==> src/rtl/core/modbus_rtu_request_framer_defines.svh <==
// Assertion macros for the Modbus RTU request framer.
`ifndef MODBUS_RTU_REQUEST_FRAMER_DEFINES_SVH
`define MODBUS_RTU_REQUEST_FRAMER_DEFINES_SVH

`ifndef NO_ASSERTIONS
`define MRF_ASSERT_SAME(lbl, clk, rst_n, ante, cons) \
    lbl: assert property (@(posedge clk) disable iff (!rst_n) (ante) |-> (cons)) \
        else $error("assertion failed");
`define MRF_ASSERT_NEXT(lbl, clk, rst_n, ante, cons) \
    lbl: assert property (@(posedge clk) disable iff (!rst_n) (ante) |=> (cons)) \
        else $error("assertion failed");
`else
`define MRF_ASSERT_SAME(lbl, clk, rst_n, ante, cons)
`define MRF_ASSERT_NEXT(lbl, clk, rst_n, ante, cons)
`endif

`endif

==> src/rtl/core/mrf_pkg.sv <==
`default_nettype none

package mrf_pkg;

    localparam int FrameLen   = 8;
    localparam int IdxW       = $clog2(FrameLen);
    localparam int QueueDepth = 2;
    localparam int QPtrW      = $clog2(QueueDepth);
    localparam int QCntW      = $clog2(QueueDepth + 1);

    localparam logic [15:0] CrcInit = 16'hFFFF;
    localparam logic [15:0] CrcPoly = 16'hA001;

    localparam logic [IdxW-1:0] PosAddr    = IdxW'(0);
    localparam logic [IdxW-1:0] PosFunc    = IdxW'(1);
    localparam logic [IdxW-1:0] PosRegHi   = IdxW'(2);
    localparam logic [IdxW-1:0] PosRegLo   = IdxW'(3);
    localparam logic [IdxW-1:0] PosValHi   = IdxW'(4);
    localparam logic [IdxW-1:0] PosValLo   = IdxW'(5);
    localparam logic [IdxW-1:0] PosCrcLo   = IdxW'(6);
    localparam logic [IdxW-1:0] PosCrcHi   = IdxW'(7);

    typedef struct packed {
        logic [7:0]  device_address;
        logic [7:0]  function_code;
        logic [15:0] register_address;
        logic [15:0] register_value;
    } t_req;

    typedef struct packed {
        logic full;
        logic empty;
    } t_q_status;

    function automatic logic [15:0] crc_update(input logic [15:0] crc_in,
                                               input logic [7:0] data);
        logic [15:0] c;
        c = crc_in ^ {8'h00, data};
        for (int b = 0; b < 8; b++) begin
            if (c[0]) begin
                c = (c >> 1) ^ CrcPoly;
            end else begin
                c = c >> 1;
            end
        end
        return c;
    endfunction

endpackage

`default_nettype wire

==> src/rtl/core/mrf_front.sv <==
`default_nettype none

module mrf_front (
    input  wire logic               i_clk,
    input  wire logic               i_rst_n,
    input  wire logic               i_in_valid,
    output logic                    o_in_stall,
    input  wire mrf_pkg::t_req      i_req,
    input  wire mrf_pkg::t_q_status i_q_status,
    output logic                    o_push,
    output mrf_pkg::t_req           o_req
);

    logic          r_valid;
    logic          n_valid;
    mrf_pkg::t_req r_req;
    logic          w_accept;

    assign o_in_stall = r_valid && i_q_status.full;
    assign w_accept   = i_in_valid && !o_in_stall;
    assign o_push     = r_valid && !i_q_status.full;
    assign o_req      = r_req;

    always_comb begin
        n_valid = r_valid;
        if (w_accept) begin
            n_valid = 1'b1;
        end else if (o_push) begin
            n_valid = 1'b0;
        end
    end

    always_ff @(posedge i_clk) begin
        if (!i_rst_n) begin
            r_valid <= 1'b0;
        end else begin
            r_valid <= n_valid;
        end
    end

    always_ff @(posedge i_clk) begin
        if (w_accept) begin
            r_req <= i_req;
        end
    end

endmodule

`default_nettype wire

==> src/rtl/core/mrf_queue.sv <==
`default_nettype none

module mrf_queue (
    input  wire logic               i_clk,
    input  wire logic               i_rst_n,
    input  wire logic               i_push,
    input  wire mrf_pkg::t_req      i_req,
    input  wire logic               i_pop,
    output mrf_pkg::t_req           o_req,
    output mrf_pkg::t_q_status      o_status
);

    mrf_pkg::t_req                   r_mem [mrf_pkg::QueueDepth];
    logic [mrf_pkg::QPtrW-1:0]       r_wr_ptr;
    logic [mrf_pkg::QPtrW-1:0]       r_rd_ptr;
    logic [mrf_pkg::QCntW-1:0]       r_count;

    assign o_req          = r_mem[r_rd_ptr];
    assign o_status.full  = (r_count == mrf_pkg::QCntW'(mrf_pkg::QueueDepth));
    assign o_status.empty = (r_count == '0);

    function automatic logic [mrf_pkg::QPtrW-1:0] ptr_inc(
            input logic [mrf_pkg::QPtrW-1:0] p);
        logic [mrf_pkg::QPtrW-1:0] q;
        if (p == mrf_pkg::QPtrW'(mrf_pkg::QueueDepth - 1)) begin
            q = '0;
        end else begin
            q = p + 1'b1;
        end
        return q;
    endfunction

    always_ff @(posedge i_clk) begin
        if (!i_rst_n) begin
            r_wr_ptr <= '0;
            r_rd_ptr <= '0;
            r_count  <= '0;
        end else begin
            if (i_push) begin
                r_wr_ptr <= ptr_inc(r_wr_ptr);
            end
            if (i_pop) begin
                r_rd_ptr <= ptr_inc(r_rd_ptr);
            end
            if (i_push && !i_pop) begin
                r_count <= r_count + 1'b1;
            end else if (i_pop && !i_push) begin
                r_count <= r_count - 1'b1;
            end
        end
    end

    always_ff @(posedge i_clk) begin
        if (i_push) begin
            r_mem[r_wr_ptr] <= i_req;
        end
    end

endmodule

`default_nettype wire

==> src/rtl/core/mrf_back.sv <==
`default_nettype none

module mrf_back (
    input  wire logic               i_clk,
    input  wire logic               i_rst_n,
    input  wire mrf_pkg::t_req      i_req,
    input  wire mrf_pkg::t_q_status i_q_status,
    output logic                    o_pop,
    output logic                    o_out_valid,
    input  wire logic               i_out_stall,
    output logic [7:0]              o_frame_byte,
    output logic                    o_last_byte
);

    mrf_pkg::t_req                r_req;
    logic                         r_busy;
    logic [mrf_pkg::IdxW-1:0]     r_idx;
    logic [15:0]                  r_crc;
    logic                         r_out_valid;
    logic [7:0]                   r_byte;
    logic                         r_last;

    logic                         w_adv;
    logic                         w_emit;
    logic                         w_end;
    logic [7:0]                   w_byte;
    logic                         w_data_pos;

    assign w_adv  = !r_out_valid || !i_out_stall;
    assign w_emit = r_busy && w_adv;
    assign w_end  = w_emit && (r_idx == mrf_pkg::PosCrcHi);
    assign o_pop  = !i_q_status.empty && (!r_busy || w_end);

    always_comb begin
        w_data_pos = 1'b1;
        unique case (r_idx)
            mrf_pkg::PosAddr:  w_byte = r_req.device_address;
            mrf_pkg::PosFunc:  w_byte = r_req.function_code;
            mrf_pkg::PosRegHi: w_byte = r_req.register_address[15:8];
            mrf_pkg::PosRegLo: w_byte = r_req.register_address[7:0];
            mrf_pkg::PosValHi: w_byte = r_req.register_value[15:8];
            mrf_pkg::PosValLo: w_byte = r_req.register_value[7:0];
            mrf_pkg::PosCrcLo: begin
                w_byte     = r_crc[7:0];
                w_data_pos = 1'b0;
            end
            default: begin
                w_byte     = r_crc[15:8];
                w_data_pos = 1'b0;
            end
        endcase
    end

    always_ff @(posedge i_clk) begin
        if (!i_rst_n) begin
            r_busy      <= 1'b0;
            r_idx       <= '0;
            r_out_valid <= 1'b0;
        end else begin
            if (o_pop) begin
                r_busy <= 1'b1;
                r_idx  <= '0;
            end else if (w_emit) begin
                r_busy <= !w_end;
                r_idx  <= r_idx + 1'b1;
            end
            if (w_emit) begin
                r_out_valid <= 1'b1;
            end else if (w_adv) begin
                r_out_valid <= 1'b0;
            end
        end
    end

    always_ff @(posedge i_clk) begin
        if (o_pop) begin
            r_req <= i_req;
            r_crc <= mrf_pkg::CrcInit;
        end else if (w_emit && w_data_pos) begin
            r_crc <= mrf_pkg::crc_update(r_crc, w_byte);
        end
        if (w_emit) begin
            r_byte <= w_byte;
            r_last <= (r_idx == mrf_pkg::PosCrcHi);
        end
    end

    assign o_out_valid  = r_out_valid;
    assign o_frame_byte = r_byte;
    assign o_last_byte  = r_last;

endmodule

`default_nettype wire

==> src/rtl/core/modbus_rtu_request_framer.sv <==
// Modbus RTU request framer: one request word in, eight frame byte words out.
// Each request passes the front register, the queue and the serializer before its first byte is output.
// The serializer pops the next request as it emits a frame's last byte, unless the output stalls.
// A two-entry queue lets up to three requests be taken while a frame is sent.
// Reset (i_rst_n low, synchronous) empties front, queue and serializer.
`default_nettype none
`include "modbus_rtu_request_framer_defines.svh"

module modbus_rtu_request_framer (
    input  wire logic        i_clk,
    input  wire logic        i_rst_n,
    input  wire logic        i_in_valid,
    output logic             o_in_stall,
    input  wire logic [7:0]  i_device_address,
    input  wire logic [7:0]  i_function_code,
    input  wire logic [15:0] i_register_address,
    input  wire logic [15:0] i_register_value,
    output logic             o_out_valid,
    input  wire logic        i_out_stall,
    output logic [7:0]       o_frame_byte,
    output logic             o_last_byte
);

    mrf_pkg::t_req      w_in_req;
    mrf_pkg::t_req      w_push_req;
    mrf_pkg::t_req      w_head_req;
    mrf_pkg::t_q_status w_q_status;
    logic               w_push;
    logic               w_pop;

    assign w_in_req.device_address   = i_device_address;
    assign w_in_req.function_code    = i_function_code;
    assign w_in_req.register_address = i_register_address;
    assign w_in_req.register_value   = i_register_value;

    mrf_front u_front (
        .i_clk      (i_clk),
        .i_rst_n    (i_rst_n),
        .i_in_valid (i_in_valid),
        .o_in_stall (o_in_stall),
        .i_req      (w_in_req),
        .i_q_status (w_q_status),
        .o_push     (w_push),
        .o_req      (w_push_req)
    );

    mrf_queue u_queue (
        .i_clk    (i_clk),
        .i_rst_n  (i_rst_n),
        .i_push   (w_push),
        .i_req    (w_push_req),
        .i_pop    (w_pop),
        .o_req    (w_head_req),
        .o_status (w_q_status)
    );

    mrf_back u_back (
        .i_clk        (i_clk),
        .i_rst_n      (i_rst_n),
        .i_req        (w_head_req),
        .i_q_status   (w_q_status),
        .o_pop        (w_pop),
        .o_out_valid  (o_out_valid),
        .i_out_stall  (i_out_stall),
        .o_frame_byte (o_frame_byte),
        .o_last_byte  (o_last_byte)
    );

    `MRF_ASSERT_SAME(a_full_not_empty, i_clk, i_rst_n, w_q_status.full, !w_q_status.empty)
    `MRF_ASSERT_SAME(a_pop_has_data, i_clk, i_rst_n, w_pop, !w_q_status.empty)
    `MRF_ASSERT_SAME(a_push_has_room, i_clk, i_rst_n, w_push, !w_q_status.full)

endmodule

`default_nettype wire

==> config.mk <==
export PLATFORM = sky130hd
export DESIGN_NAME = modbus_rtu_request_framer
export DESIGN_NICKNAME = d
export VERILOG_FILES = /design/src/rtl/core/mrf_pkg.sv /design/src/rtl/core/mrf_front.sv /design/src/rtl/core/mrf_queue.sv /design/src/rtl/core/mrf_back.sv /design/src/rtl/core/modbus_rtu_request_framer.sv
export VERILOG_INCLUDE_DIRS = /design/src /design/src/rtl/core
export SDC_FILE = /design/constraint.sdc
export NUM_CORES = 1
export LEC_CHECK = 0
export ABC_AREA = 1
export BUFFER_PORTS_ARGS = -buffer_cell sky130_fd_sc_hd__buf_2
export CAP_MARGIN = 20
export CELL_PAD_IN_SITES_DETAIL_PLACEMENT = 1
export CELL_PAD_IN_SITES_GLOBAL_PLACEMENT = 1
export CORE_MARGIN = 2
export CORE_UTILIZATION = 49
export CTS_CLUSTER_DIAMETER = 80
export CTS_CLUSTER_SIZE = 14
export DETAILED_ROUTE_END_ITERATION = 6
export GPL_TIMING_DRIVEN = 0
export PLACE_DENSITY_LB_ADDON = 0.1
export SLEW_MARGIN = 25
export SYNTH_ARGS = -nofsm -noshare
export SYNTH_HDL_FRONTEND = slang
export SYNTH_SLANG_ARGS = --single-unit
==> constraint.sdc <==
create_clock -name i_clk -period 6 [get_ports i_clk]
set_clock_uncertainty 0.1 [all_clocks]
set_input_delay 0.6 -clock i_clk [delete_from_list [all_inputs] [get_ports i_clk]]
set_output_delay 0.6 -clock i_clk [all_outputs]
set_load 0.02 [all_outputs]
* Yosys cells after proc, flatten, opt, wreduce, memory -nomap -nowiden
Memories as Yosys holds them, arrays and structs flattened. A register that Yosys moved wholly into a read port is not among the register bits. Cells that the tools add are included.
Word-level totals: bits in registers 83, output and inout bits 11, ROM bits 0, memory bits (writable) 96, memories 1, input port bits 52, bits in latches 0
Memory list:
- u_queue.r_mem | words 2, bits a word 48, rd ports 1, clocked after Yosys merged registers in 1, wr ports 1, RTL line mrf_queue.sv:13 | mrf_pkg::t_req r_mem [mrf_pkg::QueueDepth];
Operators by class: reductions and logical operators 28, multiplexer cells 36, bitwise operators 10, equality and inequality tests 8, shifts and indexed selects 0, $add $sub $neg 5, divide/modulo/power cells 0, $lt $le $gt $ge 0, $mul 0
Operators by type and width (count):
- $mux W16 | 22
- $pmux W8 S7 | 1
- $not A2 Y3 | 8
- $xor A16 B8 Y16 | 1
- $eq A3 B3 Y1 const B | 4
- $mux W1 | 11
- $logic_and A1 B1 Y1 | 9
- $logic_not A1 Y1 | 9
- $reduce_bool A2 Y1 | 4
- $eq A3 B2 Y1 const B | 2
- $reduce_or A6 Y1 | 1
- $mux W2 | 2
- $add A3 B1 Y3 const B | 1
- $eq A3 B1 Y1 const B | 1
- $logic_not A3 Y1 | 1
- $add A1 B1 Y1 const B | 2
- $add A2 B1 Y2 const B | 1
- $eq A2 B2 Y1 const B | 1
- $logic_not A2 Y1 | 1
- $logic_or A1 B1 Y1 | 2
- $reduce_or A2 Y1 | 1
- $sub A2 B1 Y2 const B | 1
- $not A1 Y1 | 1

* Longest topological paths before layout
Gate-level depths: netlist of run 1.
word-level depth 33, gate-level depth with buffers 22

* Hierarchy
From an unflattened synthesis of run 1, not the netlist that was laid out.
Second synthesis, totals: cell total of the unflattened synthesis 624, area total of the unflattened synthesis 8881.0 µm²
By module, submodules not included:
- mrf_queue | sequential area each 2982.9 µm², cells an instance 184, area an instance 3769.9 µm², times used 1
- mrf_back | sequential area each 2132.0 µm², cells an instance 383, area an instance 3612.2 µm², times used 1
- mrf_front | sequential area each 1461.4 µm², cells an instance 57, area an instance 1498.9 µm², times used 1

* Worst setup path before layout of run 1
No wires, ideal clock.
path type reg-to-reg, start register u_back.r_idx[0] in the netlist's numbering, end register u_queue.r_count[1] in the netlist's numbering, cell stages (with the launch flop) 12, arrival time 4.704 ns, library setup time 0.122 ns, data required time 5.778 ns, period minus slack after synthesis 4.926 ns, setup slack 1.074 ns, path through dfxtp_1 > ha_1 > ha_1 > a21oi_1 > a21oi_1 > inv_1 > clkbuf_1 > ha_1 > a21oi_1 > o21ai_0 > o21ai_0 > a21oi_1
Between the ends: word-level cells in the longest chain between the ends 7
RTL lines:
- start, declared | RTL line mrf_back.sv:17 | logic [mrf_pkg::IdxW-1:0] r_idx;
- start signal, assigned | RTL line mrf_back.sv:65 | r_idx <= r_idx + 1'b1;
- $eq A3 B3 Y1 * | RTL line mrf_back.sv:31 | assign w_end = w_emit && (r_idx == mrf_pkg::PosCrcHi);
- $logic_and A1 B1 Y1 * | RTL line mrf_back.sv:31
- $logic_or A1 B1 Y1 * | RTL line mrf_back.sv:32 | assign o_pop = !i_q_status.empty && (!r_busy || w_end);
- $logic_and A1 B1 Y1 * | RTL line mrf_back.sv:32
- via u_back.o_pop | RTL line mrf_back.sv:8 | output logic o_pop,
- $logic_not A1 Y1 | RTL line mrf_queue.sv:45 | if (i_push && !i_pop) begin
- $logic_and A1 B1 Y1 | RTL line mrf_queue.sv:45
- $mux W2 or $reduce_bool A2 Y1 (tied branches)
- end signal, assigned | RTL line mrf_queue.sv:46 | r_count <= r_count + 1'b1;
- end signal, assigned | RTL line mrf_queue.sv:48 | r_count <= r_count - 1'b1;
- end, declared | RTL line mrf_queue.sv:16 | logic [mrf_pkg::QCntW-1:0] r_count;
The timed path passes the listed nets; every way through them passes the cells marked *. A chain may end at the register's enable or synchronous reset.

* Final worst setup path of run 1
start register u_back.r_idx[1] in the netlist's numbering, end register u_queue.r_count[1] in the netlist's numbering
The elaborated chain is that of the path after synthesis.

==> flow_summary_export.csv, run 1 <==
group,metric,value,unit
cells_and_area,fin_util,58.4,%
place,detailed_place_hpwl,13900,um
synthesis,synth_edf_count,201,
synthesis,syn_nets,777,
place,io_buffers,62,
flow_run,timing.max_cap.violations,0,
floorplan,die_w,138,um
cells_and_area,drive_gt1_share,15.2,%
drt,drtPass1Iterations,5,
power_and_ir_drop,swShare,34.6,%
floorplan,num_rows,48,
place,post-place-cells,1012,
floorplan,io_pins,63,
drt,ant_nets,0,
floorplan,dieArea,18900,um^2
synthesis,async_reset_ff_share,0,%
status,status,"finished, final reports clean",
clock_network,clkLatencyLatePin,0.49,ns
clock_network,clock_path_buffers,3,
critical_path,reg2reg_from,"u_back.r_idx[1]",
cells_and_area,multi_input_area,1930,um^2
global_routing,grt_pass1_vias,5872,
synthesis,syn_area_per_cell,12.2,um^2
global_routing,grt_max_degree,37,
cells_and_area,seq_area,6560,um^2
drt,drt_iter0_markers,261,
drt,dr.max_layer_used,"met4",
sta,worstMarginPinSlew,0.696,ns
synthesis,synth-seq-cells,227,
critical_path,arrival,3.48,ns
clock_network,cts_resized,0,
sta,maxSlewHeadroom,53.5,%
cells_and_area,nets,868,
drt,wl_per_cell,18.5,um
drt,dr_total_vias,5453,
power_and_ir_drop,cellPowerDensity,504,nW/um^2
drt,drc_errors,0,
sta,final_hold_viol_count,0,
clock_network,cts_root_buf,"clkbuf_16",
synthesis,syn_area,8750,um^2
global_routing,grt_use_total,21.8,%
drt,wl_met1,8120,um
synthesis,synth_cells,718,
worst_hold_path,hold_path.class,"in -> reg",
power_and_ir_drop,sequentialPowerShare,45.7,%
synthesis,synth.distinct_cells,29,
global_routing,grt_antenna_before_repair,0,
sta,final.min_clock_period,3.21,ns
critical_path,crit_fanout,17,
critical_path,end_kind,"register",
floorplan,chipHeight,138,um
drt,routed_wl,19300,um
clock_network,cts-hold-fix-buffers,0,
power_and_ir_drop,p_int,3.34,mW
power_and_ir_drop,power.leakage,4.10,nW
drt,wl_met3,796,um
sta,final-setup-viol-count,0,
floorplan,coreArea,17400,um^2
global_routing,grt_pass1_wl,30900,um
cells_and_area,fillers,1781,
place,gp_congestion,0.803,
clock_network,clock_sinks,227,
critical_path,critical_path_class,"reg -> reg",
drt,via_per_inst,5.20,
clock_network,clk_pin_slew,0.07,ns
critical_path,crit_start,"u_back.r_idx[1]",
floorplan,start_util,50.4,%
worst_hold_path,worstHoldStart,"i_register_address[6]",
cells_and_area,instances_no_fill,1048,
power_and_ir_drop,power,5.11,mW
power_and_ir_drop,p_clk_share,24.0,%
critical_path,startpoint_type,"register",
power_and_ir_drop,p_sw,1.77,mW
power_and_ir_drop,irDropWorstVdd,0.000282,V
clock_network,cts_max_level,1,
cells_and_area,n_antenna_cell,0,
clock_network,cts_inserted_buffers,20,
sta,slew_viol_final,0,
drt,met2_length,10100,um
power_and_ir_drop,pwr-share-comb,30.3,%
sta,rsz0062_at_grt,"false",
cells_and_area,syn2layout_area_growth,15.8,%
sta,fmax,312,MHz
clock_network,postCtsSetupRepairBufs,0,
critical_path,regToRegSetupSlack,2.79,ns
clock_network,cts_tree,"built",
sta,period_share,53.5,%
critical_path,worstPathRequired,6.27,ns
synthesis,yosys_warnings,0,
global_routing,grt_overflow,0,
synthesis,seq_area_frac_synth,74.9,%
synthesis,yosys_most_used_dff,"edfxtp_1",
==> layout make-up <==
cell class,instances,share of cell area (%)
Clock inverter,2,0.383
Inverter,48,1.80
Clock buffer,34,5.67
Multi-Input combinational cell,421,19.0
Sequential cell,227,64.7
Buffer,22,1.07
Tap cell,225,2.78
Timing Repair Buffer,69,4.59
==> critical path, stage by stage (launching register included) <==
cell and delay (ns):
dfxtp_1 0.39, ha_1 0.21, ha_1 0.23, a21oi_1 0.15, a21oi_4 0.56, inv_1 0.17
clkbuf_1 0.35, ha_1 0.42, a21oi_1 0.13, o21ai_0 0.14, o21ai_0 0.17, a21oi_1 0.06
==> routing by layer <==
metal	GRT usage, %	vias to the layer above
li1	-	2630
met1	27.3	2689
met2	39.3	106
met3	3.05	28
met4	6.30	0
met5	0	-
==> path summary, 6_finish.rpt <==
path / cells past startpoint / endpoint
max: 11 / u_queue.r_count[1]
min: 1 / u_front.o_req[22]
max reg2reg: 11 / u_queue.r_count[1]
min reg2reg: 0 / u_queue.r_mem[1][8]
==> power groups by stage <==
stage | combinational [mW] | clock [mW] | sequential, mW
finish | 1.55 | 1.23 | 2.33
global route | 1.78 | 1.32 | 2.37
CTS | 1.57 | 1.26 | 2.34
detailed placement | 1.56 | 0 | 2.37
global placement | 1.41 | 0 | 2.38
floorplan | 1.01 | 0 | 2.35
==> per-stage QoR <==
stage | cell area (um^2) | hold WS [ns] | TNS (ns) | setup WS (ns)
after floorplan | 8750 | 0.321 | 0 | 1.07
after CTS | 10100 | 0.166 | 0 | 2.75
final | 10100 | 0.182 | 0 | 2.79
after detailed placement | 9520 | 0.331 | 0 | 2.82
after global routing | 10100 | 0.160 | 0 | 2.52
after global placement | 9340 | 0.323 | -2.33 | -0.782
==> logic make-up after synthesis <==
family,synth area share [%]
flops,74.9
fa+ha+maj,1.00
buf+inv,3.33
compound gates,3.13
simple gates,17.4
xor+xnor,0.200
==> cell usage after synthesis, types with 3 or more instances <==
library cell / count / area share [%]
edfxtp_1: 201 / 69
a21oi_1: 20 / 1.1
nand2_2: 10 / 0.71
nand3_2: 5 / 0.57
buf_2: 6 / 0.34
nor2_1: 28 / 1.2
inv_1: 45 / 1.9
dfxtp_1: 26 / 5.9
o211ai_1: 9 / 0.77
nand3_1: 62 / 3.5
clkbuf_1: 12 / 0.51
o21ai_0: 16 / 0.92
nand2_1: 251 / 11
or2_1: 3 / 0.21
ha_1: 7 / 1.0
==> placed cells by master, fill, tap and decap left out, drive strengths merged <==
cell    netlist  routed
inv          47      48
ha            7       7
o211ai        9       9
clkinv        1       1
a31oi         1       1
clkbuf       12      46
nand2       261     261
or2           4       4
nor2         29      29
o221ai        1       1
bufinv        0       1
xor2          2       2
nor3          2       2
a21oi        20      20
o2111a        1       1
buf          10      79
o21ai        16      16
edfxtp      201     201
dfxtp        26      26
nand4         1       1
nand3        67      67
==> registers in the layout, summed over array words and instances, names as in the netlist, 2 cells and up <==
register             cells
u_queue.r_mem           96
u_back.r_crc            16
u_queue.r_count          2
u_back.r_req            48
u_back.r_idx             3
u_front.o_req           48
u_back.o_frame_byte      8
No activity file was read; power rests on OpenSTA's default activity.
==> inputs of run 2 (changes only) <==
--- a/config.mk
+++ b/config.mk
@@ -12,7 +12,7 @@
 export CELL_PAD_IN_SITES_DETAIL_PLACEMENT = 1
 export CELL_PAD_IN_SITES_GLOBAL_PLACEMENT = 1
 export CORE_MARGIN = 2
-export CORE_UTILIZATION = 49
+export CORE_UTILIZATION = 44
 export CTS_CLUSTER_DIAMETER = 80
 export CTS_CLUSTER_SIZE = 14
 export DETAILED_ROUTE_END_ITERATION = 6
==> constraint.sdc (replaced) <==
create_clock -name i_clk -period 2.6 [get_ports i_clk]
set_clock_uncertainty 0.1 [all_clocks]
set_input_delay 0.26 -clock i_clk [delete_from_list [all_inputs] [get_ports i_clk]]
set_output_delay 0.26 -clock i_clk [all_outputs]
set_load 0.02 [all_outputs]
==> flow_summary_export.csv, run 2 (synthesized netlist as in run 1, its figures left out) <==
group,metric,value,unit
cells_and_area,drive_gt1_share,24.1,%
place,postPlaceCellArea,9610,um^2
critical_path,end_kind,"register",
power_and_ir_drop,cellPowerDensity,1160,nW/um^2
sta,fmax,388,MHz
sta,maxSlewHeadroom,62.4,%
clock_network,clock_sinks,227,
worst_hold_path,worstHoldStart,"u_front.o_req[36]",
cells_and_area,n_antenna_cell,0,
drt,wl_per_cell,17.9,um
flow_run,timing.max_cap.violations,0,
floorplan,io_pins,63,
place,detailed_place_hpwl,13900,um
sta,final_hold_viol_count,0,
power_and_ir_drop,irDropWorstVdd,0.000676,V
critical_path,reg2reg_from,"u_back.r_idx[0]",
clock_network,clk_pin_slew,0.07,ns
critical_path,critical_path_class,"reg -> reg",
cells_and_area,top_register,"u_queue.r_mem",
critical_path,crit_start,"u_back.r_idx[0]",
cells_and_area,design_area,11300,um^2
cells_and_area,syn2layout_area_growth,29.0,%
cells_and_area,fillers,1967,
sta,final-setup-viol-count,0,
floorplan,chipHeight,145,um
global_routing,grt_pass1_vias,6254,
critical_path,crit_fanout,5,
floorplan,num_rows,51,
global_routing,grt_pass1_wl,32900,um
critical_path,arrival,2.93,ns
cells_and_area,largest_reg_flops,96,
global_routing,grt_max_degree,36,
clock_network,clock_path_buffers,3,
clock_network,cts_inserted_buffers,20,
drt,drt_iter0_markers,244,
sta,rsz0062_at_grt,"true",
drt,via_per_inst,4.92,
global_routing,grt_antenna_before_repair,0,
place,gp_congestion,0.770,
clock_network,clkLatencyLatePin,0.50,ns
drt,ant_nets,0,
clock_network,cts_max_level,1,
global_routing,grt_use_total,19.9,%
power_and_ir_drop,power.leakage,4.52,nW
floorplan,start_util,45.0,%
sta,final.min_clock_period,2.58,ns
drt,dr_total_vias,5721,
sta,setup_tns,0,ns
sta,holdWs,0.341,ns
sta,slew_viol_final,0,
critical_path,worstPathRequired,2.95,ns
cells_and_area,final_cell_mix,"nand2_1, edfxtp_1, buf_2, dlygate4sd3_1, nand3_1",
sta,worstMarginPinSlew,0.564,ns
floorplan,die_w,145,um
clock_network,cts_root_buf,"clkbuf_16",
drt,drtPass1Iterations,4,
cells_and_area,nets,942,
status,status,"finished, final reports clean",
clock_network,cts_tree,"built",
floorplan,dieArea,21000,um^2
cells_and_area,layout_commonest_cell,"nand2_1",
critical_path,startpoint_type,"register",
power_and_ir_drop,power,13.1,mW
global_routing,grt_overflow,0,
drt,routed_wl,20800,um
place,io_buffers,62,
drt,drc_errors,0,
sta,period_share,99.1,%
worst_hold_path,hold_path.class,"reg -> reg",
floorplan,coreArea,19500,um^2
-- run 2: power breakdown --
part	total [mW]	internal, mW	switching [mW]	leakage [nW]
Combinational	4.87	1.78	3.10	2.13
Sequential	5.39	5.03	0.360	2.10
Clock	2.87	1.61	1.26	0.293
Total	13.1	8.41	4.72	4.52
-- run 2: layout make-up --
class	instances	area (um^2)	share of cell area (%)
sequential	227	6570	58.2
multi-input combinational	421	2260	20.0
timing repair buffer	144	1180	10.5
clock buffer	34	574	5.09
tap	265	332	2.94
inverter	48	199	1.76
buffer	21	131	1.16
clock inverter	2	38.8	0.344
-- run 2: worst paths after layout --
kind	to	slack, ns	depth (start not counted)
worst min register to register	u_queue.r_mem[0][36]	0.34	0
worst min-delay path	u_queue.r_mem[0][36]	0.34	0
worst max-delay path	u_back.r_crc[0]	0.02	19
worst max register to register	u_back.r_crc[0]	0.02	19
-- run 2: per-stage QoR --
step / setup slack, ns / util (%) / cells
floorplan: -0.282 / - / 718
global placement: -0.965 / 48.4 / 1045
detailed placement: -0.440 / 49.4 / 1053
CTS: -0.0341 / 56.3 / 1151
global route: -0.117 / 58.0 / 1162
finish: 0.0234 / 58.0 / 1162
-- run 2: what timing repair did --
| item | CTS | global route |
|---|---|---|
| gates resized for setup | 38 | 65 |
| setup buffers | 10 | 12 |
| cloned | 1 | 0 |
| hold buffers | 51 | 0 |
| hold endpoints to repair | 53 | 0 |
| pin swaps | 9 | 33 |
| endpoints found under the setup margin | 7 | 7 |
-- run 2: per-layer routing --
| metal | GRT usage [%] | wire length, um |
|---|---|---|
| met3 | 3.43 | 804 |
| met1 | 24.2 | 8630 |
| met4 | 6.83 | 516 |
| met2 | 35.9 | 10900 |
| met5 | 0 | 0 |
-- run 2: worst max-delay path: stages, from the launching register on --
cell and delay [ns]:
dfxtp_4 0.37, ha_4 0.18, ha_4 0.17, nor2_4 0.11, nand4_4 0.19, buf_6 0.17
or2_4 0.27, nand2_4 0.09, nand2_2 0.05, nand2_2 0.08, nand2_1 0.06, nand2_1 0.08
nand2_2 0.08, nand2_2 0.10, nand2_4 0.08, nand2_4 0.09, nand2_2 0.07, nand3_2 0.06
nand3_2 0.07, nand2_1 0.06
